==> config.mk <==
export PLATFORM = sky130hd
export DESIGN_NAME = ffa_ctrl
export DESIGN_NICKNAME = d
export VERILOG_FILES = /design/src/design/ffa_pkg.sv /design/src/design/ffa_ctrl.sv
export SDC_FILE = /design/constraint.sdc
export NUM_CORES = 1
export LEC_CHECK = 0
export ABC_CLOCK_PERIOD_IN_PS = 3300
export BUFFER_PORTS_ARGS = -buffer_cell sky130_fd_sc_hd__buf_4
export CORE_MARGIN = 3
export CORE_UTILIZATION = 52
export CTS_CLUSTER_DIAMETER = 150
export DETAILED_ROUTE_END_ITERATION = 16
export GPL_TIMING_DRIVEN = 0
export PLACE_DENSITY = 0.74
export REMOVE_ABC_BUFFERS = 1
export SLEW_MARGIN = 25
export SYNTH_ARGS = -nofsm -noshare
export SYNTH_HDL_FRONTEND = slang
export SYNTH_SLANG_ARGS = --single-unit
==> constraint.sdc <==
create_clock -name i_clk -period 3.3 [get_ports i_clk]
set_clock_uncertainty 0.05 [all_clocks]
set_input_delay 0.33 -clock i_clk [delete_from_list [all_inputs] [get_ports i_clk]]
set_output_delay 0.33 -clock i_clk [all_outputs]
set_load 0.03 [all_outputs]
==> src/design/ffa_pkg.sv <==
// Shared types and constants for the first-fit free-list allocator.
// Used by the request/result interfaces, the controller, the datapath and the top level.
// No dependencies.
`timescale 1ns / 1ps
`default_nettype none

package ffa_pkg;

    // Fixed field widths of the request and result transactions.
    localparam int BYTES_W   = 16;
    localparam int PAYLOAD_W = 12;
    localparam int STATUS_W  = 2;
    localparam int GROW_W    = 12;

    // Configuration port.
    localparam int CFG_ADDR_W = 3;
    localparam int CFG_DATA_W = 32;
    localparam logic REG_MIN_GROW = 1'b0;
    localparam logic [GROW_W-1:0] MIN_GROW_RESET = 12'd1024;

    // Command codes.
    localparam logic CMD_ALLOC = 1'b0;
    localparam logic CMD_FREE  = 1'b1;

    // Result status codes.
    localparam logic [STATUS_W-1:0] ST_ALLOC = 2'd0;
    localparam logic [STATUS_W-1:0] ST_OOM   = 2'd1;
    localparam logic [STATUS_W-1:0] ST_FREE  = 2'd2;

    // Datapath operations issued by the controller.
    typedef enum logic [4:0] {
        OP_NONE,
        OP_LOAD,
        OP_MUL,
        OP_NEED,
        OP_F_START,
        OP_A_FOLLOW,
        OP_A_EXACT,
        OP_A_SPLIT1,
        OP_A_SPLIT2,
        OP_A_ADV,
        OP_A_OOM,
        OP_A_REGROW,
        OP_G_GROW,
        OP_R_START,
        OP_R_ADV,
        OP_R_FOUND,
        OP_R_BLINK,
        OP_R_BREAD,
        OP_R_BMERGE,
        OP_R_PREAD,
        OP_R_PLINK,
        OP_R_PSTORE,
        OP_R_PMERGE,
        OP_OUT
    } t_dp_op;

    // Datapath status seen by the controller.
    typedef struct packed {
        logic cmd_free;
        logic free_ok;
        logic a_fit;
        logic a_exact;
        logic a_at_rover;
        logic a_steps_end;
        logic g_fail;
        logic r_found;
        logic r_steps_end;
        logic r_merge_b;
        logic r_merge_p;
        logic out_busy;
    } t_dp_status;

endpackage

`default_nettype wire

==> src/design/ffa_ctrl.sv <==
// Controller state machine of the allocator: sequences allocate, grow and free steps.
// Depends on ffa_pkg; drives ffa_dp through t_dp_op and reads t_dp_status.
`timescale 1ns / 1ps
`default_nettype none

module ffa_ctrl import ffa_pkg::*; (
    input  logic       i_clk,
    input  logic       i_rst_n,
    input  logic       i_in_valid,
    output logic       o_in_ready,
    input  t_dp_status i_st,
    output t_dp_op     o_op
);

    typedef enum logic [15:0] {
        S_IDLE     = 16'b0000_0000_0000_0001,
        S_DECODE   = 16'b0000_0000_0000_0010,
        S_NEED     = 16'b0000_0000_0000_0100,
        S_A_FOLLOW = 16'b0000_0000_0000_1000,
        S_A_CHK    = 16'b0000_0000_0001_0000,
        S_A_SPLIT  = 16'b0000_0000_0010_0000,
        S_GROW     = 16'b0000_0000_0100_0000,
        S_R_START  = 16'b0000_0000_1000_0000,
        S_R_WALK   = 16'b0000_0001_0000_0000,
        S_R_B      = 16'b0000_0010_0000_0000,
        S_R_MN     = 16'b0000_0100_0000_0000,
        S_R_P      = 16'b0000_1000_0000_0000,
        S_R_PD     = 16'b0001_0000_0000_0000,
        S_R_MP     = 16'b0010_0000_0000_0000,
        S_A_REGROW = 16'b0100_0000_0000_0000,
        S_FIN      = 16'b1000_0000_0000_0000
    } t_state;

    t_state r_state;
    t_state n_state;
    logic   r_ctx_grow;
    logic   n_ctx_grow;
    t_state rel_end;

    // Where a finished insertion returns to: the allocate walk after a grow,
    // or straight to the result for a free.
    assign rel_end    = r_ctx_grow ? S_A_REGROW : S_FIN;
    assign o_in_ready = (r_state == S_IDLE);

    always_comb begin
        n_state    = r_state;
        n_ctx_grow = r_ctx_grow;
        o_op       = OP_NONE;
        case (r_state)
            S_IDLE: begin
                if (i_in_valid) begin
                    o_op    = OP_LOAD;
                    n_state = S_DECODE;
                end
            end
            S_DECODE: begin
                n_ctx_grow = 1'b0;
                if (i_st.cmd_free) begin
                    o_op    = OP_F_START;
                    n_state = i_st.free_ok ? S_R_START : S_FIN;
                end else begin
                    o_op    = OP_MUL;
                    n_state = S_NEED;
                end
            end
            S_NEED: begin
                o_op    = OP_NEED;
                n_state = S_A_FOLLOW;
            end
            S_A_FOLLOW: begin
                o_op    = OP_A_FOLLOW;
                n_state = S_A_CHK;
            end
            S_A_CHK: begin
                if (i_st.a_fit) begin
                    if (i_st.a_exact) begin
                        o_op    = OP_A_EXACT;
                        n_state = S_FIN;
                    end else begin
                        o_op    = OP_A_SPLIT1;
                        n_state = S_A_SPLIT;
                    end
                end else if (i_st.a_at_rover) begin
                    n_state = S_GROW;
                end else if (i_st.a_steps_end) begin
                    o_op    = OP_A_OOM;
                    n_state = S_FIN;
                end else begin
                    o_op = OP_A_ADV;
                end
            end
            S_A_SPLIT: begin
                o_op    = OP_A_SPLIT2;
                n_state = S_FIN;
            end
            S_GROW: begin
                if (i_st.g_fail) begin
                    o_op    = OP_A_OOM;
                    n_state = S_FIN;
                end else begin
                    o_op       = OP_G_GROW;
                    n_ctx_grow = 1'b1;
                    n_state    = S_R_START;
                end
            end
            S_R_START: begin
                o_op    = OP_R_START;
                n_state = S_R_WALK;
            end
            S_R_WALK: begin
                if (i_st.r_found) begin
                    o_op    = OP_R_FOUND;
                    n_state = S_R_B;
                end else if (i_st.r_steps_end) begin
                    n_state = rel_end;
                end else begin
                    o_op = OP_R_ADV;
                end
            end
            S_R_B: begin
                if (i_st.r_merge_b) begin
                    o_op    = OP_R_BREAD;
                    n_state = S_R_MN;
                end else begin
                    o_op    = OP_R_BLINK;
                    n_state = S_R_P;
                end
            end
            S_R_MN: begin
                o_op    = OP_R_BMERGE;
                n_state = S_R_P;
            end
            S_R_P: begin
                o_op    = OP_R_PREAD;
                n_state = S_R_PD;
            end
            S_R_PD: begin
                if (i_st.r_merge_p) begin
                    o_op    = OP_R_PSTORE;
                    n_state = S_R_MP;
                end else begin
                    o_op    = OP_R_PLINK;
                    n_state = rel_end;
                end
            end
            S_R_MP: begin
                o_op    = OP_R_PMERGE;
                n_state = rel_end;
            end
            S_A_REGROW: begin
                if (i_st.a_steps_end) begin
                    o_op    = OP_A_OOM;
                    n_state = S_FIN;
                end else begin
                    o_op    = OP_A_REGROW;
                    n_state = S_A_FOLLOW;
                end
            end
            S_FIN: begin
                if (!i_st.out_busy) begin
                    o_op    = OP_OUT;
                    n_state = S_IDLE;
                end
            end
            default: begin
                n_state = S_IDLE;
            end
        endcase
    end

    always_ff @(posedge i_clk) begin
        if (!i_rst_n) begin
            r_state    <= S_IDLE;
            r_ctx_grow <= 1'b0;
        end else begin
            r_state    <= n_state;
            r_ctx_grow <= n_ctx_grow;
        end
    end

    a_accept_decode: assert property (@(posedge i_clk) disable iff (!i_rst_n)
        (r_state == S_IDLE && i_in_valid) |=> (r_state == S_DECODE))
        else $error("accepted request did not move to decode");

    a_fin_idle: assert property (@(posedge i_clk) disable iff (!i_rst_n)
        (r_state == S_FIN && !i_st.out_busy) |=> (r_state == S_IDLE))
        else $error("result not handed to the output register");

    a_grow_ctx: assert property (@(posedge i_clk) disable iff (!i_rst_n)
        (o_op == OP_G_GROW) |=> (r_ctx_grow && r_state == S_R_START))
        else $error("grow did not start an insertion walk");

endmodule

`default_nettype wire

======== Word-level counts from Yosys, hierarchy flattened ========
Index checks and enable logic that the tools add are counted.
storage, ports and cells
  register bits ........................... 17
  input bits .............................. 15
  output and inout bits ................... 6
operators by class
  multiplexer cells ....................... 32
  equal/unequal tests ..................... 21
  reduce and logical (&&, ||, !) cells .... 3
operators with widths
  operator                                          count
  case mux 16 bit (16 select lines)                 1
  2-to-1 mux 16 bit                                 14
  case mux 5 bit (16 select lines)                  1
  == test 16 x 1 -> 1 bit (second input constant)   1
  == test 16 x 10 -> 1 bit (second input constant)  1
  == test 16 x 11 -> 1 bit (second input constant)  1
  == test 16 x 12 -> 1 bit (second input constant)  1
  == test 16 x 13 -> 1 bit (second input constant)  1
  == test 16 x 14 -> 1 bit (second input constant)  1
  == test 16 x 15 -> 1 bit (second input constant)  1
  == test 16 bit (second input constant)            1
  == test 16 x 2 -> 1 bit (second input constant)   1
  == test 16 x 3 -> 1 bit (second input constant)   1
  == test 16 x 4 -> 1 bit (second input constant)   1
  == test 16 x 5 -> 1 bit (second input constant)   1
  == test 16 x 6 -> 1 bit (second input constant)   1
  == test 16 x 7 -> 1 bit (second input constant)   1
  == test 16 x 8 -> 1 bit (second input constant)   1
  == test 16 x 9 -> 1 bit (second input constant)   1
  2-to-1 mux 12 bit                                 1
  2-to-1 mux 4 bit                                  3
  2-to-1 mux 5 bit                                  2
  2-to-1 mux 1 bit                                  6
  2-to-1 mux 3 bit                                  2
  8 further kinds                                   10

======== Depth between registers and ports, before layout ========
  depth after elaboration ................. 4
  depth in mapped cells ................... 8

======== Least setup slack after synthesis ========
OpenSTA, ideal clock, no wires.
  kind .................................... reg-to-output
  start ................................... reg r_state[10]
  end ..................................... out o_op[0]
  setup slack ............................. 594 ps
  arrival ................................. 2326 ps
  stages on the path, launching flop included .. 9
  required time ........................... 2920 ps
  path through ............................ dfxtp_1 > buf_6 > or4_4 > buf_6 > nor3_1 > nand2_1 > nor4_1 > a21oi_1 > nand4_1
on the way
  longest elaborated chain between the ends .. 2
ends and longest elaborated chain
  item                                          line             text
  start, declared                               ffa_ctrl.sv:34   t_state r_state;
  start signal, assigned                        ffa_ctrl.sv:176  r_state <= n_state;
  == test 16 bit, or another cell as far along  ffa_ctrl.sv:49   case (r_state)
  case mux 5 bit (16 select lines) *            ffa_ctrl.sv:49
  end, declared                                 ffa_ctrl.sv:12   output t_dp_op o_op
Mark *: on every way between the ends. The rest lies on a longest branch, timed or not.

======== Final worst setup path ========
  start ................................... reg r_state[0]
  end ..................................... out o_op[0]
The elaborated chain is that of the path after synthesis.

==> key figures <==
STA
  – Slew of the pin with the lowest slew margin: roughly 0.80 ns
  – Setup WS post-layout: between 0.2 and 0.25 ns
  – RSZ-0062 raised after global routing: no
  – Fin. max-slew vios: 0
  – Crit share post-route: 0.939
  – Post-Route Setup TNS: 0 ns
  – Slew headroom: 0.459
  – Final Setup Violations: 0
  – Max Freq: 0.323 GHz
  – Minimum clock period: about 3.1 ns
  – Final Hold Vio Count: 0

Critical path
  – WP data required: roughly 2.9 ns
  – Crit path max fanout: 9
  – CP max stage cell: or4_1
  – CP max stage delay: ~0.76 ns
  – Crit start category: flip-flop
  – Critical path data arrival time: 2.72 ns
  – Worst setup path class: reg -> out
  – R2R depth: 6
  – Crit. End Element: output pin
  – Critical path depth: 7
  – CP bufs+invs: 1
  – Top delay family on crit path: simple AND/OR/NAND/NOR gates
  – Cell breakdown of the critical path: or4_1, nor3_2, nand2_1, nor4_4, a21oi_1, nand4_1, buf_4

Global route
  – Largest net degree at the start of global routing: 13
  – Vias in the first global route: 1303
  – GRT Resource Usage Total: 0.246
  – Initial antenna violation count: 0
  – First-pass GRT wire length: 6150 µm
  – Grt ovf: 0

Final layout
  – Synth-to-layout area growth: 15.1%
  – Design area: 1460 µm²
  – Layout Utilization: 0.645
  – Non-Filler Instances: about 210
  – Layout cell share with drive strength beyond 1: 0.196
  – # diodes: 0
  – Nets: 200

Synth
  – Post-Synthesis Cells: 170
  – Yosys top cell area share: 0.269
  – Area contributors post-synth: dfxtp_1, nor2_1, nor3_1, nor4_1, nand3_1
  – EDFF count, synth: 0
  – Yosys warnings: 0
  – Main synth FF type: dfxtp_1
  – Async SR Flop Fraction: 0
  – Post-synth cell types: 43
  – Commonest cells in the netlist: nor2_1, dfxtp_1, nor3_1
  – Synthesized flop and latch total: 17
  – Top-count cell post-synth: nor2_1
  – Post-Syn Area per Cell: around 7.4 µm²
  – Register area share after synthesis: 0.269
  – Synth area leader: dfxtp_1
  – Post-Syn Area: around 1300 µm²

Worst hold path
  – Worst Hold Class: in -> reg
  – Worst Hold Depth: 2

Floorplanning
  – Die width: roughly 55 µm
  – Die Y: ~55 µm
  – Die ar.: around 3000 µm²
  – Core Footprint: approximately 2300 µm²
  – Placement Rows: 17
  – Initial Util: 0.560
  – I/O Pins: 21

Route
  – DR pass1 iterations: 6
  – Via Count: between 1k and 1.5k
  – Metal3 WL: 476 µm
  – Uppermost layer routed: met4
  – DRC: 0
  – WL/cell: 17.4 µm
  – DR iter-0 viols: 97
  – M1 wire length: about 1500 µm
  – Routed WL: between 3000 and 4000 µm
  – ANT nets after route: 0
  – DR vias/cell: 6.81
  – Metal2 WL: 1640 µm

Pwr
  – Pwr Density: 290 nW/µm²
  – Leak: 0.567 nW
  – Peak supply drop: between 0.2 and 0.25 mV

Clock network
  – CTS Buffer Depth: 2
  – CTS tree: done
  – Latest clock arrival within the worst-skew pair: between 0.2 and 0.3 ns
  – Num CTS Buffers: 3
  – Clk root buf: clkbuf_4
  – Worst-path clk slew: between 0.1 and 0.15 ns
  – CTS sink cnt: 17
  – Hold buffers post-CTS: 0
  – H-tree Lvls: 1

Placement
  – PortBufs: 20
  – Area after DPL: 1380 µm²
  – Placer Congestion: ~0.94
  – Placed cells: roughly 210
  – Setup WS pre-CTS: 0.0925 ns
  – DP Wirelength: approximately 2700 µm

Flow run
  – Max cap viols: 0

Outcome
  – Status: finished clean
[power by group]
group          switching (mW)  leakage [nW]  internal, mW
Clock                  0.0705        0.0150        0.0470
Sequential            0.00458         0.137         0.208
Combinational          0.0543         0.415        0.0372
[cells by family after synthesis]
family	count (synthesis)	synth area share
AOI/OAI and AO/OA	34	0.181
buffers and inverters	14	0.0634
xor gates and xnor gates	4	0.0277
and+or+nand+nor	101	0.458
DFF	17	0.269
[worst register-to-register path: stages, from the launching register on]
cell	delay, ns
dfxtp_1	0.37
or4_1	0.76
or2_4	0.33
or3_1	0.38
nor2_1	0.15
nor4_1	0.10
a2111oi_2	0.34
[stage by stage]
step | power, mW | hold WS [ns]
finish | 0.422 | 0.163
global route | 0.438 | 0.161
CTS | 0.414 | 0.168
detailed placement | 0.303 | 0.476
global placement | 0.301 | 0.466
floorplan | 0.265 | 0.356
[registers in the layout, indices dropped and copies added, names as in the netlist]
name	count
r_ctx_grow	1
r_state	16
[final cells by class]
class                           instances  area, µm²
Inverter                                4       15.0
Fill cell                             218        800
Multi-Input combinational cell        139        888
Timing Repair Buffer                   20        150
Tap cell                               28       35.0
Sequential cell                        17        340
Clock buffer                            4       26.3
[worst paths after layout]
kind / start / endpoint / slack (ns)
worst max-delay path: r_state[0] / o_op[0] / 0.20
worst max register to register: r_state[0] / r_state[15] / 0.73
worst min-delay path: i_st[8] / r_state[5] / 0.16
worst min register to register: r_state[11] / r_state[12] / 0.50
[layer usage]
| layer | GRT usage | vias to the layer above |
|---|---|---|
| met5 | 0 | - |
| li1 | - | 675 |
| met3 | 0.0654 | 20 |
| met1 | 0.336 | 639 |
| met4 | 0.0764 | 0 |
| met2 | 0.377 | 109 |
[cells in the final DEF, fill, tap and decap left out, types with 4 or more instances in the layout]
cell type and n:
a21oi_1 8, and3_1 5, buf_4 20, dfxtp_1 17
nand2_1 11, nand3_1 9, nand4_1 4, nor2_1 21
nor2b_1 4, nor3_1 13, nor4_1 6, o21ai_0 8
or4_1 4, or4b_2 4
[repair_timing]
action	CTS	global route
resized for setup	2	5
setup buffers	0	0
hold endpoints to repair	0	0
setup endpoints to repair	3	3
Note: power is estimated with default switching activity, not from simulation.
